`config.mk`:
```
export PLATFORM = sky130hd
export DESIGN_NAME = wrapping_diff_drive_odometry
export DESIGN_NICKNAME = d
export VERILOG_FILES = /design/src/sv/wdo_pkg.sv /design/src/sv/wrapping_diff_drive_odometry.sv /design/src/sv/wdo_mul.sv /design/src/sv/wdo_cordic.sv
export SDC_FILE = /design/constraint.sdc
export NUM_CORES = 2
export LEC_CHECK = 0
export BUFFER_PORTS_ARGS = -buffer_cell sky130_fd_sc_hd__buf_2
export CORE_MARGIN = 2
export CORE_UTILIZATION = 45
export DETAILED_ROUTE_END_ITERATION = 10
export PLACE_DENSITY_LB_ADDON = 0.3
export SETUP_SLACK_MARGIN = 0.05
export SLEW_MARGIN = 30
export SYNTH_ARGS = -nofsm -noshare
export SYNTH_HDL_FRONTEND = slang
export SYNTH_SLANG_ARGS = --single-unit
```
`constraint.sdc`:
```
create_clock -name clk -period 19.22 [get_ports clk]
set_input_delay 1.922 -clock clk [delete_from_list [all_inputs] [get_ports clk]]
set_output_delay 1.922 -clock clk [all_outputs]
set_load 0.03 [all_outputs]
```
`src/sv/wdo_pkg.sv`:
```
`timescale 1ns / 1ps
// ----------------------------------------------------------------------------
// wdo_pkg
// Shared types, constants and the arctangent table for the odometry block.
// ----------------------------------------------------------------------------
package wdo_pkg;

  // Register indexes of the configuration port.
  localparam logic [1:0] REG_METERS_PER_TICK = 2'd0;
  localparam logic [1:0] REG_TURN_PER_TICK   = 2'd1;

  // Encoder wraparound correction.
  localparam int WRAP_SPAN  = 1048576;
  localparam int WRAP_LIMIT = 524288;

  // CORDIC length, capped at the table size.
  localparam int CORDIC_STEPS = 24;
  localparam int CORDIC_RUN   = (CORDIC_STEPS > 32) ? 32 : CORDIC_STEPS;
  localparam logic [33:0] CORDIC_GAIN = 34'sd652032874;

  // Operand and product widths of the shared multiplier.
  localparam int MUL_AW = 25;
  localparam int MUL_BW = 33;
  localparam int MUL_PW = MUL_AW + MUL_BW;

  typedef logic signed [MUL_AW-1:0] mul_a_t;
  typedef logic signed [MUL_BW-1:0] mul_b_t;
  typedef logic signed [MUL_PW-1:0] mul_p_t;
  typedef logic signed [33:0]       cordic_t;

  // atan(2^-i) as a binary angle (2^32 per turn).
  function automatic logic [29:0] atan_lut(input logic [4:0] idx);
    logic [29:0] v;
    begin
      case (idx)
        5'd0:  v = 30'd536870912;
        5'd1:  v = 30'd316933406;
        5'd2:  v = 30'd167458907;
        5'd3:  v = 30'd85004756;
        5'd4:  v = 30'd42667331;
        5'd5:  v = 30'd21354465;
        5'd6:  v = 30'd10679838;
        5'd7:  v = 30'd5340245;
        5'd8:  v = 30'd2670163;
        5'd9:  v = 30'd1335087;
        5'd10: v = 30'd667544;
        5'd11: v = 30'd333772;
        5'd12: v = 30'd166886;
        5'd13: v = 30'd83443;
        5'd14: v = 30'd41722;
        5'd15: v = 30'd20861;
        5'd16: v = 30'd10430;
        5'd17: v = 30'd5215;
        5'd18: v = 30'd2608;
        5'd19: v = 30'd1304;
        5'd20: v = 30'd652;
        5'd21: v = 30'd326;
        5'd22: v = 30'd163;
        5'd23: v = 30'd81;
        5'd24: v = 30'd41;
        5'd25: v = 30'd20;
        5'd26: v = 30'd10;
        5'd27: v = 30'd5;
        5'd28: v = 30'd3;
        5'd29: v = 30'd1;
        5'd30: v = 30'd1;
        default: v = 30'd0;
      endcase
      return v;
    end
  endfunction

endpackage

```
`src/sv/wrapping_diff_drive_odometry.sv`:
```
`timescale 1ns / 1ps
// Timing: the first beat after reset is answered in the cycle after it is
// taken. A later beat steps through S_MC, S_MT and S_CS, waits in S_CW for
// the CORDIC (24 steps), then runs S_M0, S_M1 and S_ACC once for x and once
// for y, making six passes through the shared multiplier in all.
// Throughput: one beat at a time; none is taken while busy or while the last pose is stalled.
// Synchronous active-low reset clears the pose, last counts, configuration and control state.
// ----------------------------------------------------------------------------
// wrapping_diff_drive_odometry
// Differential-drive odometry with encoder wrap correction.
// ----------------------------------------------------------------------------
module wrapping_diff_drive_odometry
  import wdo_pkg::*;
(
  input  logic               clk,
  input  logic               rst_n,
  input  logic               cfg_we,
  input  logic [1:0]         cfg_addr,
  input  logic [31:0]        cfg_wdata,
  input  logic               in_valid,
  output logic               in_stall,
  input  logic signed [20:0] in_left_count,
  input  logic signed [20:0] in_right_count,
  output logic               out_valid,
  input  logic               out_stall,
  output logic signed [47:0] out_pos_x,
  output logic signed [47:0] out_pos_y,
  output logic signed [31:0] out_heading
);

  localparam logic [3:0] S_IDLE = 4'd0;
  localparam logic [3:0] S_MC   = 4'd1;
  localparam logic [3:0] S_MT   = 4'd2;
  localparam logic [3:0] S_CS   = 4'd3;
  localparam logic [3:0] S_CW   = 4'd4;
  localparam logic [3:0] S_M0   = 4'd5;
  localparam logic [3:0] S_M1   = 4'd6;
  localparam logic [3:0] S_ACC  = 4'd7;

  localparam logic signed [22:0] LIM  = 23'(WRAP_LIMIT);
  localparam logic signed [22:0] SPAN = 23'(WRAP_SPAN);

  logic [3:0]         state_r, state_nxt;
  logic [31:0]        mpt_r, tpt_r;
  logic signed [20:0] last_l_r, last_r_r;
  logic               primed_r;
  logic [47:0]        px_r, px_nxt, py_r, py_nxt;
  logic [31:0]        ang_r, ang_nxt;
  logic               ov_r, ov_nxt;
  logic signed [23:0] dsum_r, ddiff_r;
  logic signed [47:0] ctr_r;
  logic [31:0]        turn_r;
  cordic_t            cos_r, sin_r;
  logic               sel_r;
  logic [54:0]        p1_r;

  logic               accept;
  logic signed [22:0] rl, rr, dl, dr;
  mul_a_t             ma;
  mul_b_t             mb;
  mul_p_t             prod;
  logic               c_start, c_done;
  cordic_t            c_cos, c_sin, trig;
  logic [47:0]        ua;
  logic [31:0]        uc;
  logic               neg;
  logic [55:0]        qsum;
  logic [47:0]        q, dq;

  assign accept   = in_valid && !in_stall;
  assign in_stall = (state_r != S_IDLE) || ov_r;

  // Wrap-corrected deltas.
  assign rl = 23'(in_left_count) - 23'(last_l_r);
  assign rr = 23'(in_right_count) - 23'(last_r_r);
  assign dl = (rl > LIM) ? rl - SPAN : ((rl < -LIM) ? rl + SPAN : rl);
  assign dr = (rr > LIM) ? rr - SPAN : ((rr < -LIM) ? rr + SPAN : rr);

  // Magnitudes and sign for the scaled step.
  assign trig = sel_r ? sin_r : cos_r;
  assign ua   = ctr_r[47] ? -ctr_r : ctr_r;
  assign uc   = trig[33] ? 32'(-trig) : 32'(trig);
  assign neg  = ctr_r[47] ^ trig[33];
  assign qsum = 56'(p1_r) + 56'(prod[54:23]);
  assign q    = qsum[54:7];
  assign dq   = neg ? -q : q;

  // Multiplier operand selection.
  always_comb begin
    ma = '0;
    mb = '0;
    case (state_r)
      S_MC: begin
        ma = mul_a_t'(dsum_r);
        mb = mul_b_t'({1'b0, mpt_r});
      end
      S_MT: begin
        ma = mul_a_t'(ddiff_r);
        mb = mul_b_t'({1'b0, tpt_r});
      end
      S_M0: begin
        ma = mul_a_t'({2'b00, ua[45:23]});
        mb = mul_b_t'({1'b0, uc});
      end
      S_M1: begin
        ma = mul_a_t'({2'b00, ua[22:0]});
        mb = mul_b_t'({1'b0, uc});
      end
      default: begin
        ma = '0;
        mb = '0;
      end
    endcase
  end

  wdo_mul u_mul (
    .clk    (clk),
    .op_a   (ma),
    .op_b   (mb),
    .prod_r (prod)
  );

  assign c_start = (state_r == S_CS);

  wdo_cordic u_cordic (
    .clk     (clk),
    .rst_n   (rst_n),
    .start   (c_start),
    .angle   (ang_r + prod[32:1]),
    .done    (c_done),
    .cos_out (c_cos),
    .sin_out (c_sin)
  );

  // Sequencer.
  always_comb begin
    state_nxt = state_r;
    px_nxt    = px_r;
    py_nxt    = py_r;
    ang_nxt   = ang_r;
    ov_nxt    = ov_r;
    if (ov_r && !out_stall) begin
      ov_nxt = 1'b0;
    end
    case (state_r)
      S_IDLE: begin
        if (accept) begin
          if (primed_r) begin
            state_nxt = S_MC;
          end else begin
            ov_nxt = 1'b1;
          end
        end
      end
      S_MC:  state_nxt = S_MT;
      S_MT:  state_nxt = S_CS;
      S_CS:  state_nxt = S_CW;
      S_CW: begin
        if (c_done) begin
          state_nxt = S_M0;
        end
      end
      S_M0:  state_nxt = S_M1;
      S_M1:  state_nxt = S_ACC;
      S_ACC: begin
        if (!sel_r) begin
          px_nxt    = px_r + dq;
          state_nxt = S_M0;
        end else begin
          py_nxt    = py_r + dq;
          ang_nxt   = ang_r + turn_r;
          ov_nxt    = 1'b1;
          state_nxt = S_IDLE;
        end
      end
      default: state_nxt = S_IDLE;
    endcase
  end

  always_ff @(posedge clk) begin
    if (!rst_n) begin
      state_r  <= S_IDLE;
      mpt_r    <= '0;
      tpt_r    <= '0;
      last_l_r <= '0;
      last_r_r <= '0;
      primed_r <= 1'b0;
      px_r     <= '0;
      py_r     <= '0;
      ang_r    <= '0;
      ov_r     <= 1'b0;
      sel_r    <= 1'b0;
    end else begin
      state_r <= state_nxt;
      px_r    <= px_nxt;
      py_r    <= py_nxt;
      ang_r   <= ang_nxt;
      ov_r    <= ov_nxt;
      // Configuration writes; unknown indexes are dropped.
      if (cfg_we) begin
        case (cfg_addr)
          REG_METERS_PER_TICK: mpt_r <= cfg_wdata;
          REG_TURN_PER_TICK:   tpt_r <= cfg_wdata;
          default: begin
          end
        endcase
      end
      if (accept) begin
        last_l_r <= in_left_count;
        last_r_r <= in_right_count;
        primed_r <= 1'b1;
      end
      if (state_r == S_MC) begin
        sel_r <= 1'b0;
      end else if (state_r == S_ACC) begin
        sel_r <= 1'b1;
      end
    end
  end

  // Datapath holding registers.
  always_ff @(posedge clk) begin
    if (accept) begin
      dsum_r  <= 24'(dl) + 24'(dr);
      ddiff_r <= 24'(dr) - 24'(dl);
    end
    if (state_r == S_MT) begin
      ctr_r <= prod[56:9];
    end
    if (state_r == S_CS) begin
      turn_r <= prod[31:0];
    end
    if (state_r == S_CW && c_done) begin
      cos_r <= c_cos;
      sin_r <= c_sin;
    end
    if (state_r == S_M1) begin
      p1_r <= prod[54:0];
    end
  end

  assign out_valid   = ov_r;
  assign out_pos_x   = px_r;
  assign out_pos_y   = py_r;
  assign out_heading = ang_r;

endmodule

```
`src/sv/wdo_mul.sv`:
```
`timescale 1ns / 1ps
// ----------------------------------------------------------------------------
// wdo_mul
// Shared signed multiplier with a registered product.
// ----------------------------------------------------------------------------
module wdo_mul
  import wdo_pkg::*;
(
  input  logic   clk,
  input  mul_a_t op_a,
  input  mul_b_t op_b,
  output mul_p_t prod_r
);

  mul_p_t prod_nxt;

  // One product per cycle, available the cycle after the operands.
  assign prod_nxt = mul_p_t'(op_a) * mul_p_t'(op_b);

  always_ff @(posedge clk) begin
    prod_r <= prod_nxt;
  end

endmodule

```
`src/sv/wdo_cordic.sv`:
```
`timescale 1ns / 1ps
// ----------------------------------------------------------------------------
// wdo_cordic
// Iterative rotation-mode CORDIC: one add/shift step per cycle.
// ----------------------------------------------------------------------------
module wdo_cordic
  import wdo_pkg::*;
(
  input  logic        clk,
  input  logic        rst_n,
  input  logic        start,
  input  logic [31:0] angle,
  output logic        done,
  output cordic_t     cos_out,
  output cordic_t     sin_out
);

  logic        busy_r, busy_nxt;
  logic [4:0]  step_r, step_nxt;
  logic        fold_r, fold_nxt;
  cordic_t     x_r, x_nxt, y_r, y_nxt, z_r, z_nxt;
  cordic_t     x_sh, y_sh, atan_v;
  logic        fold_in;
  logic        last;

  assign fold_in = angle[31] ^ angle[30];
  assign x_sh    = x_r >>> step_r;
  assign y_sh    = y_r >>> step_r;
  assign atan_v  = cordic_t'(atan_lut(step_r));
  assign last    = (step_r == 5'(CORDIC_RUN - 1));

  // Load on start, then rotate toward zero residual angle.
  always_comb begin
    busy_nxt = busy_r;
    step_nxt = step_r;
    fold_nxt = fold_r;
    x_nxt    = x_r;
    y_nxt    = y_r;
    z_nxt    = z_r;
    if (start) begin
      busy_nxt = 1'b1;
      step_nxt = 5'd0;
      fold_nxt = fold_in;
      x_nxt    = CORDIC_GAIN;
      y_nxt    = '0;
      z_nxt    = cordic_t'($signed({angle[31] ^ fold_in, angle[30:0]}));
    end else if (busy_r) begin
      if (!z_r[33]) begin
        x_nxt = x_r - y_sh;
        y_nxt = y_r + x_sh;
        z_nxt = z_r - atan_v;
      end else begin
        x_nxt = x_r + y_sh;
        y_nxt = y_r - x_sh;
        z_nxt = z_r + atan_v;
      end
      step_nxt = step_r + 5'd1;
      if (last) begin
        busy_nxt = 1'b0;
      end
    end
  end

  always_ff @(posedge clk) begin
    if (!rst_n) begin
      busy_r <= 1'b0;
      done   <= 1'b0;
    end else begin
      busy_r <= busy_nxt;
      done   <= busy_r && last && !start;
    end
    step_r <= step_nxt;
    fold_r <= fold_nxt;
    x_r    <= x_nxt;
    y_r    <= y_nxt;
    z_r    <= z_nxt;
  end

  // Undo the half-turn fold.
  assign cos_out = fold_r ? -x_r : x_r;
  assign sin_out = fold_r ? -y_r : y_r;

endmodule
```
==> reports/results.tsv <==
metric	value	unit
Synth Area per Inst	8.57	um^2
Synth area leader	fa_1	
IO Pins	211	
sequential share of power	22.3	%
Routed Antenna Nets	0	
# nets final	10561	
top_reg_cell synth	dfxtp_1	
post-DP HPWL	197000	um
layout cells sized above 1	7.99	%
H-tree levels	3	
drt pass-1 iters	9	
Worst Path Max Fanout	14	
Synth Instances	9157	
Multi-input gate area	56600	um^2
maximum VDD drop	0.134	mV
Synth async-reset ratio	0	%
# setup viols final	0	
Final Cell Area	84800	um^2
Lkg Pwr	37.7	nW
DR vias/cell	5.82	
starting density of the core	45.2	%
Syn Std Cell Area	78500	um^2
Setup crit end kind	flip-flop	
P_int	5.20	mW
total power	9.63	mW
Die Area	178000	um^2
postcts setup bufs	0	
Slowest cell on crit path	nand2b_1	
Crit Path Category	flip-flop to flip-flop	
port bufs	210	
post-layout util	48.9	%
CP dominant cell by count	fa_1	
sequential element share of the synthesized area	21.0	%
outcome	finished, final reports clean	
CTS Buf Count	86	
NetSw	4.43	mW
vias in the first global route	66165	
TritonCTS sink count	683	
Highest Clock Rate	80.0	MHz
Logic pwr share	59.7	%
Worst-Margin Slew	1.08	ns
crit path DAT	13.13	ns
register area	16500	um^2
Syn-to-layout area delta	8.14	%
largest net degree at the start of global routing	144	
CP startpoint kind	flip-flop	
max_cap viols	0	
Ys Warns	0	
max incr delay on CP	0.86	ns
DR iter-0 viols	5604	
post-synth net total	10579	
CP required	19.85	ns
depth of the worst register-to-register path	38	
initial antenna violation count	7	
CTS Root Cell	clkbuf_16	
worst hold stages	2	
die width	422	um
drt drc	0	
top cells by area, synth	fa_1 18%, edfxtp_1 11%, ha_1 10%	
via count	67160	
library cells used by synthesis	108	
final hold violations	0	
first-pass GRT wire length	390000	um
share of the synthesized area in the top cell type	17.8	%
Placed Instance Area	81800	um^2
max_slew headroom	27.6	%
Core Rows	153	
Core ar.	174000	um^2
Avg WL per Cell	22.0	um
clk_skew	0.0458	ns
Routed WL	254000	um
Clock Latency Late Sink	0.74	ns
CTS tree	done	
switching share of power	46.0	%
post_cts resized	0	
Worst Hold Class	flip-flop to flip-flop	
minimum clock period	12.50	ns
grt total ovfl	0	
CTS Hold Bufs	0	
Synth Register Bits	683	
die span in y	422	um
Clock power frac	18.0	%
Post-synth EDFFs	282	
deepest clock path buffer count	3	
Layout fillers	16467	
Power Density	113	nW/um^2
GPL Wtd Cong	1.02	
Overall Global Routing Usage	28.0	%
final period utilization	65.0	%
max-slew violations	0	
RSZ-0062 raised after global routing	no	
Reg clk slew, reported paths	0.06	ns
setup tns final	0	ns
## cell type report
| type | count | share of cell area [%] |
|---|---|---|
| Tap cell | 2325 | 3.43 |
| Timing Repair Buffer | 312 | 2.15 |
| Sequential cell | 683 | 19.5 |
| Inverter | 1058 | 4.69 |
| Clock buffer | 107 | 2.82 |
| Antenna cell | 5 | 0.0147 |
| Multi-Input combinational cell | 6998 | 66.7 |
| Clock inverter | 55 | 0.740 |
## placed cells by master, fill, tap and decap left out, types with 72 or more instances in the layout
| cell type | netlist | layout |
|---|---|---|
| fa_1 | 698 | 698 |
| nand2b_1 | 95 | 93 |
| xor2_1 | 194 | 194 |
| o21a_1 | 76 | 76 |
| a21o_1 | 202 | 202 |
| nor3_1 | 123 | 123 |
| xnor2_1 | 449 | 448 |
| o21bai_1 | 77 | 77 |
| mux2i_1 | 99 | 98 |
| mux4_2 | 98 | 98 |
| edfxtp_1 | 282 | 282 |
| inv_1 | 1050 | 1050 |
| and2_1 | 76 | 72 |
| nand2_1 | 1195 | 1194 |
| ha_1 | 643 | 641 |
| buf_2 | 14 | 216 |
| nor2_1 | 782 | 778 |
| clkbuf_16 | 0 | 89 |
| buf_4 | 2 | 93 |
| o21ai_0 | 344 | 342 |
| nand3_1 | 121 | 119 |
| dfxtp_1 | 401 | 395 |
| a21oi_1 | 723 | 722 |
## sequential cells by signal, summed over array words and instances, names as in the netlist, 33 cells and up
signal / count
p1_r: 55
u_cordic.z_r: 34
cos_r: 33
u_cordic.y_r: 34
out_pos_x: 48
ctr_r: 47
u_cordic.x_r: 34
u_mul.prod_r: 56
out_pos_y: 48
sin_r: 33
## metal layers
layer  global-route usage (%)  up-vias  wire length (um)
met4                     12.3        2             12400
met5                        0        -                15
met3                     5.29      579             20400
met1                     35.6    32788            102000
met2                     46.3     2762            119000
li1                         -    31029                 -
## final timing paths
check	startpoint	end	slack, ns
worst max-delay path	ctr_r[13]	u_mul.prod_r[53]	6.72
worst max register to register	ctr_r[13]	u_mul.prod_r[53]	6.72
worst min register to register	last_l_r[18]	last_l_r[18]	0.45
worst min-delay path	last_l_r[18]	last_l_r[18]	0.45
## critical path, delay by kind of cell (launching register included)
kind	cells	cell delay [ns]
fa+ha+maj	8	3.70
compound gates	11	3.35
buf+inv	4	0.22
xor+xnor	2	0.33
flops	1	0.43
simple gates	13	4.36
## synthesized netlist by cell type (all sizes together), types with 122 or more instances
| master | number |
|---|---|
| ha | 643 |
| dfxtp | 401 |
| nor3 | 124 |
| fa | 698 |
| nand3 | 122 |
| inv | 1054 |
| clkbuf | 342 |
| xnor2 | 449 |
| nand2 | 1196 |
| edfxtp | 282 |
| o21ai | 354 |
| xor2 | 194 |
| nor2 | 782 |
| a21o | 202 |
| a21oi | 723 |
## logic make-up (layout without fill, tap and decap cells)
logic type | count (synthesis) | in the layout | share of synthesized area, %
AND/OR/NAND/NOR | 2777 | 2777 | 15.8
AO/OA/AOI/OAI | 2005 | 2005 | 16.3
buffers and inverters | 1476 | 1532 | 7.10
adder cells (fa/ha/maj) | 1341 | 1341 | 28.1
flip-flops | 683 | 683 | 21.0
XOR/XNOR | 645 | 645 | 7.24
multiplexers | 230 | 230 | 4.55
other | 0 | 5 | 0
## per-stage QoR
step	hold slack (ns)	worst slack (ns)	cells
after floorplan	0.386	7.82	9157
after CTS	0.455	6.86	11538
final	0.454	6.72	11543
after detailed placement	0.446	6.92	11376
after global placement	0.443	7.09	11369
after global routing	0.470	6.19	11538
## power by group through the flow
stage | registers, mW | logic (mW) | clock network [mW]
5_1_grt | 2.16 | 6.33 | 1.82
3_5_place_dp | 2.16 | 5.65 | 0
2_1_floorplan | 1.97 | 4.44 | 0
3_3_place_gp | 2.15 | 5.54 | 0
4_1_cts | 2.13 | 5.69 | 1.77
6_report | 2.15 | 5.74 | 1.73
Power figures use the tool's default switching activity.
